<file path="src/rtl/triangle_point_locator_unit_assert.svh">
// Assertion macros used by the triangle point locator back end.
`ifndef TRIANGLE_POINT_LOCATOR_UNIT_ASSERT_SVH
`define TRIANGLE_POINT_LOCATOR_UNIT_ASSERT_SVH

// Same-cycle implication, disabled during reset
`define TPL_ASSERT_NOW(lbl, clk, rst_n, ante, cons, msg) \
    lbl: assert property (@(posedge clk) disable iff (!rst_n) (ante) |-> (cons)) \
        else $error(msg);

// Next-cycle implication, disabled during reset
`define TPL_ASSERT_NEXT(lbl, clk, rst_n, ante, cons, msg) \
    lbl: assert property (@(posedge clk) disable iff (!rst_n) (ante) |=> (cons)) \
        else $error(msg);

`endif

</file>
<file path="src/rtl/tpl_pkg.sv">
// Shared constants and types of the triangle point locator.
package tpl_pkg;

    localparam int MAX_TRIANGLES = 1024;
    localparam int COORD_BITS    = 24;
    localparam int SLOT_BITS     = 10;
    localparam int TRI_NUM_BITS  = 10;
    localparam int COUNT_BITS    = 11;
    localparam int QUEUE_DEPTH   = 2;

    // Tolerance 1/100000 applied as integer scale factors
    localparam int TOL_K  = 100000;
    localparam int TOL_K1 = 100001;

    // Operation codes
    localparam logic OP_LOAD  = 1'b0;
    localparam logic OP_QUERY = 1'b1;

    // Head of the front queue as seen by the back end
    typedef struct packed {
        logic valid;
        logic is_query;
    } t_q_ctl;

endpackage

</file>
<file path="src/rtl/tpl_if.sv">
// Channel interfaces: input items, result items and configuration writes.
interface tpl_in_if #(parameter int CW = tpl_pkg::COORD_BITS);
    logic                                 valid;
    logic                                 ready;
    logic                                 op;
    logic [tpl_pkg::SLOT_BITS-1:0]        slot;
    logic signed [CW-1:0]                 a_x;
    logic signed [CW-1:0]                 a_y;
    logic signed [CW-1:0]                 a_z;
    logic signed [CW-1:0]                 b_x;
    logic signed [CW-1:0]                 b_y;
    logic signed [CW-1:0]                 b_z;
    logic signed [CW-1:0]                 c_x;
    logic signed [CW-1:0]                 c_y;
    logic signed [CW-1:0]                 c_z;
    modport source (output valid, op, slot, a_x, a_y, a_z, b_x, b_y, b_z, c_x, c_y, c_z,
                    input ready);
    modport sink   (input valid, op, slot, a_x, a_y, a_z, b_x, b_y, b_z, c_x, c_y, c_z,
                    output ready);
endinterface


</file>
<file path="src/rtl/tpl_front.sv">
// Front end: accepts items, drops out-of-range loads, queues the rest.
module tpl_front #(
    parameter int MAX_TRIANGLES = tpl_pkg::MAX_TRIANGLES,
    parameter int COORD_BITS    = tpl_pkg::COORD_BITS
) (
    input  logic                  i_clk,
    input  logic                  i_rst_n,
    tpl_in_if.sink                i_in,
    output tpl_pkg::t_q_ctl       o_q,
    output logic [9*COORD_BITS+tpl_pkg::SLOT_BITS-1:0] o_q_data,
    input  logic                  i_q_pop
);
    localparam int DW = 9*COORD_BITS + tpl_pkg::SLOT_BITS;

    logic [DW-1:0] r_data [tpl_pkg::QUEUE_DEPTH];
    logic          r_kind [tpl_pkg::QUEUE_DEPTH];
    logic          r_wp, r_rp;
    logic [1:0]    r_cnt;
    logic          accept, drop, push, pop;
    logic [DW-1:0] in_data;

    // Classify: a load beyond the table is taken and discarded
    assign drop    = (i_in.op == tpl_pkg::OP_LOAD) &&
                     (32'(i_in.slot) >= 32'(MAX_TRIANGLES));
    assign i_in.ready = (r_cnt != 2'(tpl_pkg::QUEUE_DEPTH));
    assign accept  = i_in.valid && i_in.ready;
    assign push    = accept && !drop;
    assign pop     = i_q_pop && (r_cnt != 2'd0);
    assign in_data = {i_in.c_z, i_in.c_y, i_in.c_x, i_in.b_z, i_in.b_y, i_in.b_x,
                      i_in.a_z, i_in.a_y, i_in.a_x, i_in.slot};

    // Queue storage
    always_ff @(posedge i_clk) begin
        if (push) begin
            r_data[r_wp] <= in_data;
            r_kind[r_wp] <= i_in.op;
        end
    end

    // Queue pointers
    always_ff @(posedge i_clk) begin
        if (!i_rst_n) begin
            r_wp  <= 1'b0;
            r_rp  <= 1'b0;
            r_cnt <= 2'd0;
        end else begin
            if (push) r_wp <= ~r_wp;
            if (pop)  r_rp <= ~r_rp;
            r_cnt <= r_cnt + 2'(push) - 2'(pop);
        end
    end

    assign o_q.valid    = (r_cnt != 2'd0);
    assign o_q.is_query = (r_kind[r_rp] == tpl_pkg::OP_QUERY);
    assign o_q_data     = r_data[r_rp];

endmodule

</file>
<file path="src/flat_wrapper.sv">
// flat-port wrapper written by rule: the top's interface ports become plain ports
module tpl_front_flat 
#(
    parameter int MAX_TRIANGLES = tpl_pkg::MAX_TRIANGLES,
    parameter int COORD_BITS    = tpl_pkg::COORD_BITS
)
  (i_clk, i_rst_n, o_q, o_q_data, i_q_pop, i_in_valid, i_in_op, i_in_slot, i_in_a_x, i_in_a_y, i_in_a_z, i_in_b_x, i_in_b_y, i_in_b_z, i_in_c_x, i_in_c_y, i_in_c_z, i_in_ready);
  tpl_in_if i_in_i ();
  input  logic i_clk;
  input  logic i_rst_n;
  output tpl_pkg::t_q_ctl o_q;
  output logic [9*COORD_BITS+tpl_pkg::SLOT_BITS-1:0] o_q_data;
  input  logic i_q_pop;
  input wire logic [$bits(i_in_i.valid)-1:0] i_in_valid;
  input wire logic [$bits(i_in_i.op)-1:0] i_in_op;
  input wire logic [$bits(i_in_i.slot)-1:0] i_in_slot;
  input wire logic [$bits(i_in_i.a_x)-1:0] i_in_a_x;
  input wire logic [$bits(i_in_i.a_y)-1:0] i_in_a_y;
  input wire logic [$bits(i_in_i.a_z)-1:0] i_in_a_z;
  input wire logic [$bits(i_in_i.b_x)-1:0] i_in_b_x;
  input wire logic [$bits(i_in_i.b_y)-1:0] i_in_b_y;
  input wire logic [$bits(i_in_i.b_z)-1:0] i_in_b_z;
  input wire logic [$bits(i_in_i.c_x)-1:0] i_in_c_x;
  input wire logic [$bits(i_in_i.c_y)-1:0] i_in_c_y;
  input wire logic [$bits(i_in_i.c_z)-1:0] i_in_c_z;
  output wire logic [$bits(i_in_i.ready)-1:0] i_in_ready;
  assign i_in_i.valid = i_in_valid;
  assign i_in_i.op = i_in_op;
  assign i_in_i.slot = i_in_slot;
  assign i_in_i.a_x = i_in_a_x;
  assign i_in_i.a_y = i_in_a_y;
  assign i_in_i.a_z = i_in_a_z;
  assign i_in_i.b_x = i_in_b_x;
  assign i_in_i.b_y = i_in_b_y;
  assign i_in_i.b_z = i_in_b_z;
  assign i_in_i.c_x = i_in_c_x;
  assign i_in_i.c_y = i_in_c_y;
  assign i_in_i.c_z = i_in_c_z;
  assign i_in_ready = i_in_i.ready;
  tpl_front #(.MAX_TRIANGLES(MAX_TRIANGLES), .COORD_BITS(COORD_BITS)) u_core (.i_clk(i_clk), .i_rst_n(i_rst_n), .i_in(i_in_i), .o_q(o_q), .o_q_data(o_q_data), .i_q_pop(i_q_pop));
endmodule
</file>
<file path="config.mk">
export PLATFORM = sky130hd
export DESIGN_NAME = tpl_front_flat
export DESIGN_NICKNAME = d
export VERILOG_FILES = /design/src/rtl/triangle_point_locator_unit_assert.svh /design/src/rtl/tpl_pkg.sv /design/src/rtl/tpl_if.sv /design/src/rtl/tpl_front.sv /design/src/flat_wrapper.sv
export SDC_FILE = /design/constraint.sdc
export NUM_CORES = 1
export LEC_CHECK = 0
export ABC_AREA = 1
export BUFFER_PORTS_ARGS = -buffer_cell sky130_fd_sc_hd__buf_4
export CAP_MARGIN = 20
export CELL_PAD_IN_SITES_DETAIL_PLACEMENT = 0
export CELL_PAD_IN_SITES_GLOBAL_PLACEMENT = 2
export CORE_ASPECT_RATIO = 0.5
export CORE_UTILIZATION = 38
export DETAILED_ROUTE_END_ITERATION = 7
export PLACE_DENSITY = 0.83
export REMOVE_ABC_BUFFERS = 1
export SLEW_MARGIN = 20
export SYNTH_ARGS = -nofsm -noshare
export SYNTH_HDL_FRONTEND = slang
export SYNTH_SLANG_ARGS = --single-unit
</file>
<file path="constraint.sdc">
create_clock -name i_clk -period 13.4 [get_ports i_clk]
set_input_delay 1.34 -clock i_clk [delete_from_list [all_inputs] [get_ports i_clk]]
set_output_delay 1.34 -clock i_clk [all_outputs]
set_load 0.1 [all_outputs]
</file>
=== Word-level counts from Yosys, hierarchy flattened ===
Memory sizes are Yosys's and may differ from the RTL's. A register that Yosys moved wholly into a read port is not among the register bits.
Cells that the tools add are included.

* Reductions and logical operators: 3
* Order comparisons: 0
* Add/sub/neg operators: 2
* Equality and inequality tests: 1
* Bitwise operators: 2
* Div/mod/pow operators: 0
* Multiply operators: 0
* Shift operators: 0
* Mux-type cells: 6

{| class="wikitable"
|+ Operators by type and width
! cell !! number
|-
| $mux 1 || 6
|-
| $add 2x1->2 || 1
|-
| $logic_and 1x1->1 || 2
|-
| $ne 2x2->1 const B || 1
|-
| $not 1->1 || 2
|-
| $reduce_bool 2->1 || 1
|-
| $sub 2x1->2 || 1
|}

* Word-level logic and storage cells: 19
* Bits in writable memories: 454
* Output and inout bits: 229
* Memory bits (read-only): 0
* Input port bits: 231
* Bits in latches: 0
* Register bits: 4
* Memories kept: 2

{| class="wikitable"
|+ Memories
! name !! depth !! width !! rd ports !! clocked after Yosys merged registers in !! wr ports !! RTL line !! source
|-
| u_core.r_data || 2 || 226 || 1 || 1 || 1 || tpl_front.sv:15 || <nowiki>logic [DW-1:0] r_data [tpl_pkg::QUEUE_DEPTH];</nowiki>
|-
| u_core.r_kind || 2 || 1 || 1 || 1 || 1 || tpl_front.sv:16 || <nowiki>logic r_kind [tpl_pkg::QUEUE_DEPTH];</nowiki>
|}

=== Logic depth before layout (Yosys ltp) ===
Gate-level depths: netlist of the first run.

* Depth in word-level cells: 4
* Depth in mapped cells: 10

=== Least setup slack after synthesis of the first run ===
No wires, ideal clock.

* Kind: input -> register
* Start point: input i_in_valid
* End point: memory u_core.r_data[0][0] (netlist bit) (enable)
* Slack: 1.717 ns
* Path buffers: 0
* Arrival: 10.863 ns
* Required time: 12.580 ns
* Stages on the path: 2
* Cell sequence: nand2_1 -> nor2_1

* Cells in the longest elaborated chain, start to end: 3

{| class="wikitable"
|+ Ends and longest elaborated chain
! item !! RTL line !! source
|-
| start, declared || flat_wrapper.sv:14 || <nowiki>input wire logic [$bits(i_in_i.valid)-1:0] i_in_valid;</nowiki>
|-
| $logic_and 1x1->1 || tpl_front.sv:26 || <nowiki>assign accept = i_in.valid && i_in.ready;</nowiki>
|-
| $mux 1 || tpl_front.sv:34 || <nowiki>if (push) begin</nowiki>
|-
| $mux 1 (not written as such) || tpl_front.sv:35 || <nowiki>r_data[r_wp] <= in_data;</nowiki>
|-
| end, declared || tpl_front.sv:15 ||
|}

Every way passes these cells.

==> results of run 1 <==
-- flip-flops by register name (all words and copies together) (netlist names), named ones only --
register / count
u_core.r_rp: 1
u_core.r_data: 452
u_core.r_wp: 1
u_core.r_cnt: 2
u_core.r_kind: 2
-- final cells by class --
type | count | area [µm²] | area share
flip-flops and latches | 459 | 13700 | 0.621
repair buffers | 466 | 3510 | 0.159
multi-input cells | 251 | 2790 | 0.126
clock buffers | 51 | 1150 | 0.0519
well taps | 577 | 722 | 0.0326
clock inverters | 25 | 173 | 0.00780
inverters | 9 | 41.3 | 0.00187
diodes | 1 | 2.50 | 0.000113
-- worst max-delay path, stage by stage, from the launching register on --
cell,delay (ps)
dfxtp_4,410
buf_4,800
buf_4,930
mux2_2,440
buf_4,240
-- metal layers --
metal	wire (µm)	up-vias	global-route usage
met5	0	-	0
met4	1600	0	0.0753
met3	1120	90	0.0257
met2	24700	171	0.355
met1	14600	4403	0.185
li1	-	3918	-
-- logic make-up (layout without fill, tap and decap cells) --
| logic type | Yosys count | after routing | share of synthesized area |
|---|---|---|---|
| adder cells (fa/ha/maj) | 2 | 2 | 0.00150 |
| buffers and inverters | 34 | 551 | 0.0126 |
| AND/OR/NAND/NOR | 20 | 20 | 0.00471 |
| AO/OA/AOI/OAI | 2 | 2 | 0.000598 |
| multiplexers | 227 | 227 | 0.160 |
| flip-flops | 459 | 459 | 0.821 |
| other | 0 | 1 | 0 |
-- path summary, 6_finish.rpt --
kind                   startpoint              endpoint  slack [ps]
setup / recovery         register          o_q_data[48]        8550
hold / removal        u_core.r_rp           u_core.r_rp         520
setup reg to reg  u_core.r_cnt[0]  u_core.r_data[0][13]       10230
hold reg to reg       u_core.r_rp           u_core.r_rp         520
-- power groups by stage --
stage,clock (µW),combinational [µW],sequential [µW]
floorplan,0,2030,2030
global route,1250,2610,1910
global placement,0,2550,1920
finish,1170,2560,1900
detailed placement,0,2570,1930
CTS,1200,2570,1900
-- Yosys cell counts, drive strengths merged --
master	number
mux2	227
buf	25
dfxtp	5
nand3	3
a21oi	2
ha	2
nand2	9
inv	9
edfxtp	454
nor2	8
-- stage by stage --
step	worst slack, ps	hold slack, ps	cells	utilization
floorplan	1720	467	719	-
global placement	9120	483	1762	0.487
detailed placement	9090	494	1762	0.487
CTS	8500	520	1838	0.518
global route	8340	568	1839	0.518
finish	8550	517	1839	0.518
==> metrics.cfg, run 1 <==
[run_status]
status=finished clean

[pwr]
p_sw_uw=2580
leakage_uw=0.00820
power_frac_clock=0.208
power_uw=5620
vdd_drop_max_uv=151
pwr-share-comb=0.455
p_seq_frac=0.337
p_int_uw=3040
pwr_density_cell_nw_per_um2=254
switching_share=0.459

[yosys]
ys_seq_area_frac=0.821
yosys.area.top_type_share=0.815
synth_cells=744
synth_area_um2=16700
yosys.area.top_type=edfxtp_1
ys.warnings.count=0
synth_area_leaders=edfxtp_1, mux2_2, mux2_4
ys_ff_latch=459
syn_area_per_cell_um2=22.5
ys_types=13

[finish]
syn_to_final_growth_pct=32.3
layout_common_cells=buf_4, edfxtp_1, mux2_2
drive_gt1_frac=0.598
nets=1463
fill_cells=3491
stdcell_area_um2=22100
mostFrequentLayoutCell=buf_4

[floorplan]
fp.coreArea_um2=42700
dieWidth_um=299
die_y_um=150
die_area_um2=44900
initial_core_util=0.392
io_pins=460
num_rows=53

[clock_network]
h-tree-depth=2
clk_pin_slew_worst_paths_ps=60
clkSinkCount=459
cts_max_path_buffers=3
postCtsSetupBuffers=0
cts-resized-gates=0
clock_latency_ps=550
cts_buffers=43
cts_tree=yes
ctsHoldBuffers=0
clock-root-buffer=clkbuf_16

[route]
route.detailed.drc=0
dr_total_vias=8582
drt-total-wl_um=42000
drt-wirelength-per-cell_um=22.8
drtIter0Drc=478
viasPerCell=4.67
first_pass_iters=4
postRouteAntennaNets=0

[worst_hold_path]
min_path_cells=2
hp-class=reg2reg

[job]
maxCapViolCount=0

[timing]
rsz0062_at_grt=no
skew_ps=12.5
setup_viol=0
relSlewSlack=0.273
fin_tns_setup_ps=0
hold_violations=0
tightest_slew_ps=1090
clock.fmax_mhz=206
finalCritPeriodShare=0.362
maxSlewViolCount=0
period_needed_ps=4850

[setup_path]
critPathKind=reg2out
worstSetupStartpointType=register
end_kind=output pin
crit_required_ps=12060
crit_arrival_ps=3510
crit_fanout=77
ff2ff_path_depth=6

[global_routing]
grt_max_degree=141
grt_pass1_vias=9191
overflow=0
grt.total_usage=0.177
antenna_found_initial=1
grt_pass1_wl_um=58000

[place]
port_buffers=459
hpwl_um=29400
place_area_um2=20800
place_congestion=0.881

(Power assumes the default switching activity.)
==> run 2: changes to the inputs <==
==> constraint.sdc (replaced) <==
create_clock -name i_clk -period 5 [get_ports i_clk]
set_input_delay 0.5 -clock i_clk [delete_from_list [all_inputs] [get_ports i_clk]]
set_output_delay 0.5 -clock i_clk [all_outputs]
set_load 0.1 [all_outputs]
==> run 2 against run 1 <==
Against the previous run:
- clock skew is essentially flat
- combinational power grew to 2.7 times the previous value
- first-iteration DRC count shrank 5.2%
- hold slack lost 370 ps
- sequential power grew to 2.7 times the previous value
- cell area grew 0.59%
- global-route usage shrank 0.35 points
- worst setup slack lost 6800 ps
- critical path type unchanged
- highest routed layer unchanged
==> metrics.cfg, run 2 (same netlist as run 1, synthesis figures left out) <==
[timing]
rsz0062_at_grt=no
period_needed_ps=3240
skew_ps=12.1  ; -0.369 ps
finalCritPeriodShare=0.648
relSlewSlack=0.285  ; +0.0119
tightest_slew_ps=1070  ; -17.9 ps
clock.fmax_mhz=309
maxSlewViolCount=0  ; unchanged
hold_violations=0  ; unchanged
setup_viol=0  ; unchanged

[worst_hold_path]
hp-class=in2reg
hp-start=i_in_b_y[16]
hold_path_end=u_core.r_data[0][122]
min_path_cells=1  ; -1

[clock_network]
clk_pin_slew_worst_paths_ps=70  ; about the same
cts_buffers=42  ; -2.3%
cts_tree=yes
cts_max_path_buffers=3  ; unchanged
postCtsSetupBuffers=0  ; unchanged
cts-resized-gates=0  ; unchanged
clkSinkCount=459  ; unchanged
clock_latency_ps=540  ; about the same
ctsHoldBuffers=0  ; unchanged
h-tree-depth=2  ; unchanged
clock-root-buffer=clkbuf_16

[finish]
mostFrequentLayoutCell=buf_4
syn_to_final_growth_pct=33.1
nets=1463  ; unchanged
regMostFlops=u_core.r_data
largest_reg_flops=452  ; unchanged
layout_common_cells=buf_4, edfxtp_1, mux2_2
utilization=0.521  ; +0.00308
stdcell_area_um2=22300  ; +0.59%
largestRegisters=u_core.r_data x452, u_core.r_cnt x2, u_core.r_kind x2
drive_gt1_frac=0.597  ; about the same

[setup_path]
r2r_start=u_core.r_cnt[0]
crit_fanout=72  ; -6.5%
crit_slowest_cell=dfxtp_4
end_kind=output pin
crit_path_max_incr_delay_ps=1060  ; +130 ps
rrSetupSlack_ps=2600  ; -7630 ps
critPathKind=reg2out
reg2reg_to=u_core.r_data[1][119]
cp_cell_sequence=buf_12 > mux2_2 > buf_4
crit_arrival_ps=2740  ; -770 ps
crit_required_ps=4500  ; -7560 ps
path_delay_family=flip-flops
ff2ff_path_depth=5  ; -1
worstSetupStartpointType=register
path_buf_inv=2  ; -1

[global_routing]
grt_max_degree=132  ; -6.4%
grt.total_usage=0.174  ; -0.00350
overflow=0  ; unchanged
antenna_found_initial=5  ; +4
grt_pass1_vias=9110  ; -0.88%
grt_pass1_wl_um=57100  ; -1.6%

[route]
viasPerCell=4.65  ; -0.34%
drtIter0Drc=453  ; -5.2%
dr_total_vias=8576  ; -0.070%
route.detailed.drc=0  ; unchanged
drt-wirelength-per-cell_um=22.2  ; -2.8%
first_pass_iters=4  ; unchanged
drt-total-wl_um=40900  ; -2.5%
postRouteAntennaNets=0  ; unchanged

[floorplan]
num_rows=53  ; unchanged
die_area_um2=44900  ; unchanged
io_pins=460  ; unchanged
die_y_um=150  ; unchanged
initial_core_util=0.392  ; unchanged
fp.coreArea_um2=42700  ; unchanged
dieWidth_um=299  ; unchanged

[pwr]
p_sw_uw=6890  ; +170%
power_frac_clock=0.214  ; +0.006
power_uw=15200  ; +170%
switching_share=0.454  ; -0.00552
leakage_uw=0.00826  ; +0.70%
pwr-share-comb=0.448  ; -0.007
pwr_density_cell_nw_per_um2=683  ; +170%
vdd_drop_max_uv=300  ; +99%
p_seq_frac=0.338  ; about the same
p_int_uw=8300  ; +170%

[place]
place_congestion=0.807  ; -8.4%
place_area_um2=20900  ; +0.28%
port_buffers=459  ; unchanged
hpwl_um=28600  ; -2.8%

[run_status]
status=finished clean

[job]
maxCapViolCount=0  ; unchanged

-- run 2: cell types whose count changed in the layout (fill, tap and decap cells not counted) --
cell	delta
clkbuf_1	+6
diode_2	+4
buf_12	+4
buf_4	-3
inv_6	+1
clkinv_4	+1
clkbuf_8	+2
clkinvlp_4	-4
clkinv_2	-3
bufinv_16	+2
clkinv_1	-5
-- run 2: worst max-delay path by stage --
stage / startpoint / to / slack (ps) / depth (start not counted)
after floorplan: u_core.r_cnt[0] / u_core.r_data[0][0] / -6490 / 4
after global placement: register / o_q_data[20] / 2290 / 3
after detailed placement: register / o_q_data[20] / 2270 / 3
after CTS: register / o_q_data[20] / 1690 / 3
after global routing: register / o_q_data[20] / 1600 / 3
final: register / o_q_data[14] / 1760 / 3
-- run 2: area by class of cell --
| class | instances | area, µm² |
|---|---|---|
| multi-input cells | 251 | 2790 |
| well taps | 577 | 722 |
| repair buffers | 467 | 3570 |
| clock inverters | 17 | 186 |
| flip-flops and latches | 459 | 13700 |
| inverters | 9 | 41.3 |
| fillers | 3513 | 20400 |
| clock buffers | 59 | 1200 |
| diodes | 5 | 12.5 |
-- run 2: stage by stage --
stage                     hold WS [ps]  worst slack [ps]   TNS, ps  std cells
after detailed placement           523              2270         0       1763
after global routing               112              1600         0       1844
after global placement             482              2290         0       1763
after floorplan                    467             -6490  -2293940        719
final                              144              1760         0       1844
after CTS                          112              1690         0       1839
-- run 2: power by group through the flow --
stage	logic, µW	clock network (µW)	registers, µW
2_1_floorplan	5440	0	5440
3_3_place_gp	6820	0	5180
3_5_place_dp	6850	0	5210
4_1_cts	6870	3350	5130
5_1_grt	6970	3480	5180
6_report	6810	3250	5130
-- run 2: metal layers --
layer  track usage  routed length (µm)
met4        0.0717                1320
met1         0.178               14000
met2         0.347               24300
met5             0                   0
met3        0.0328                1380
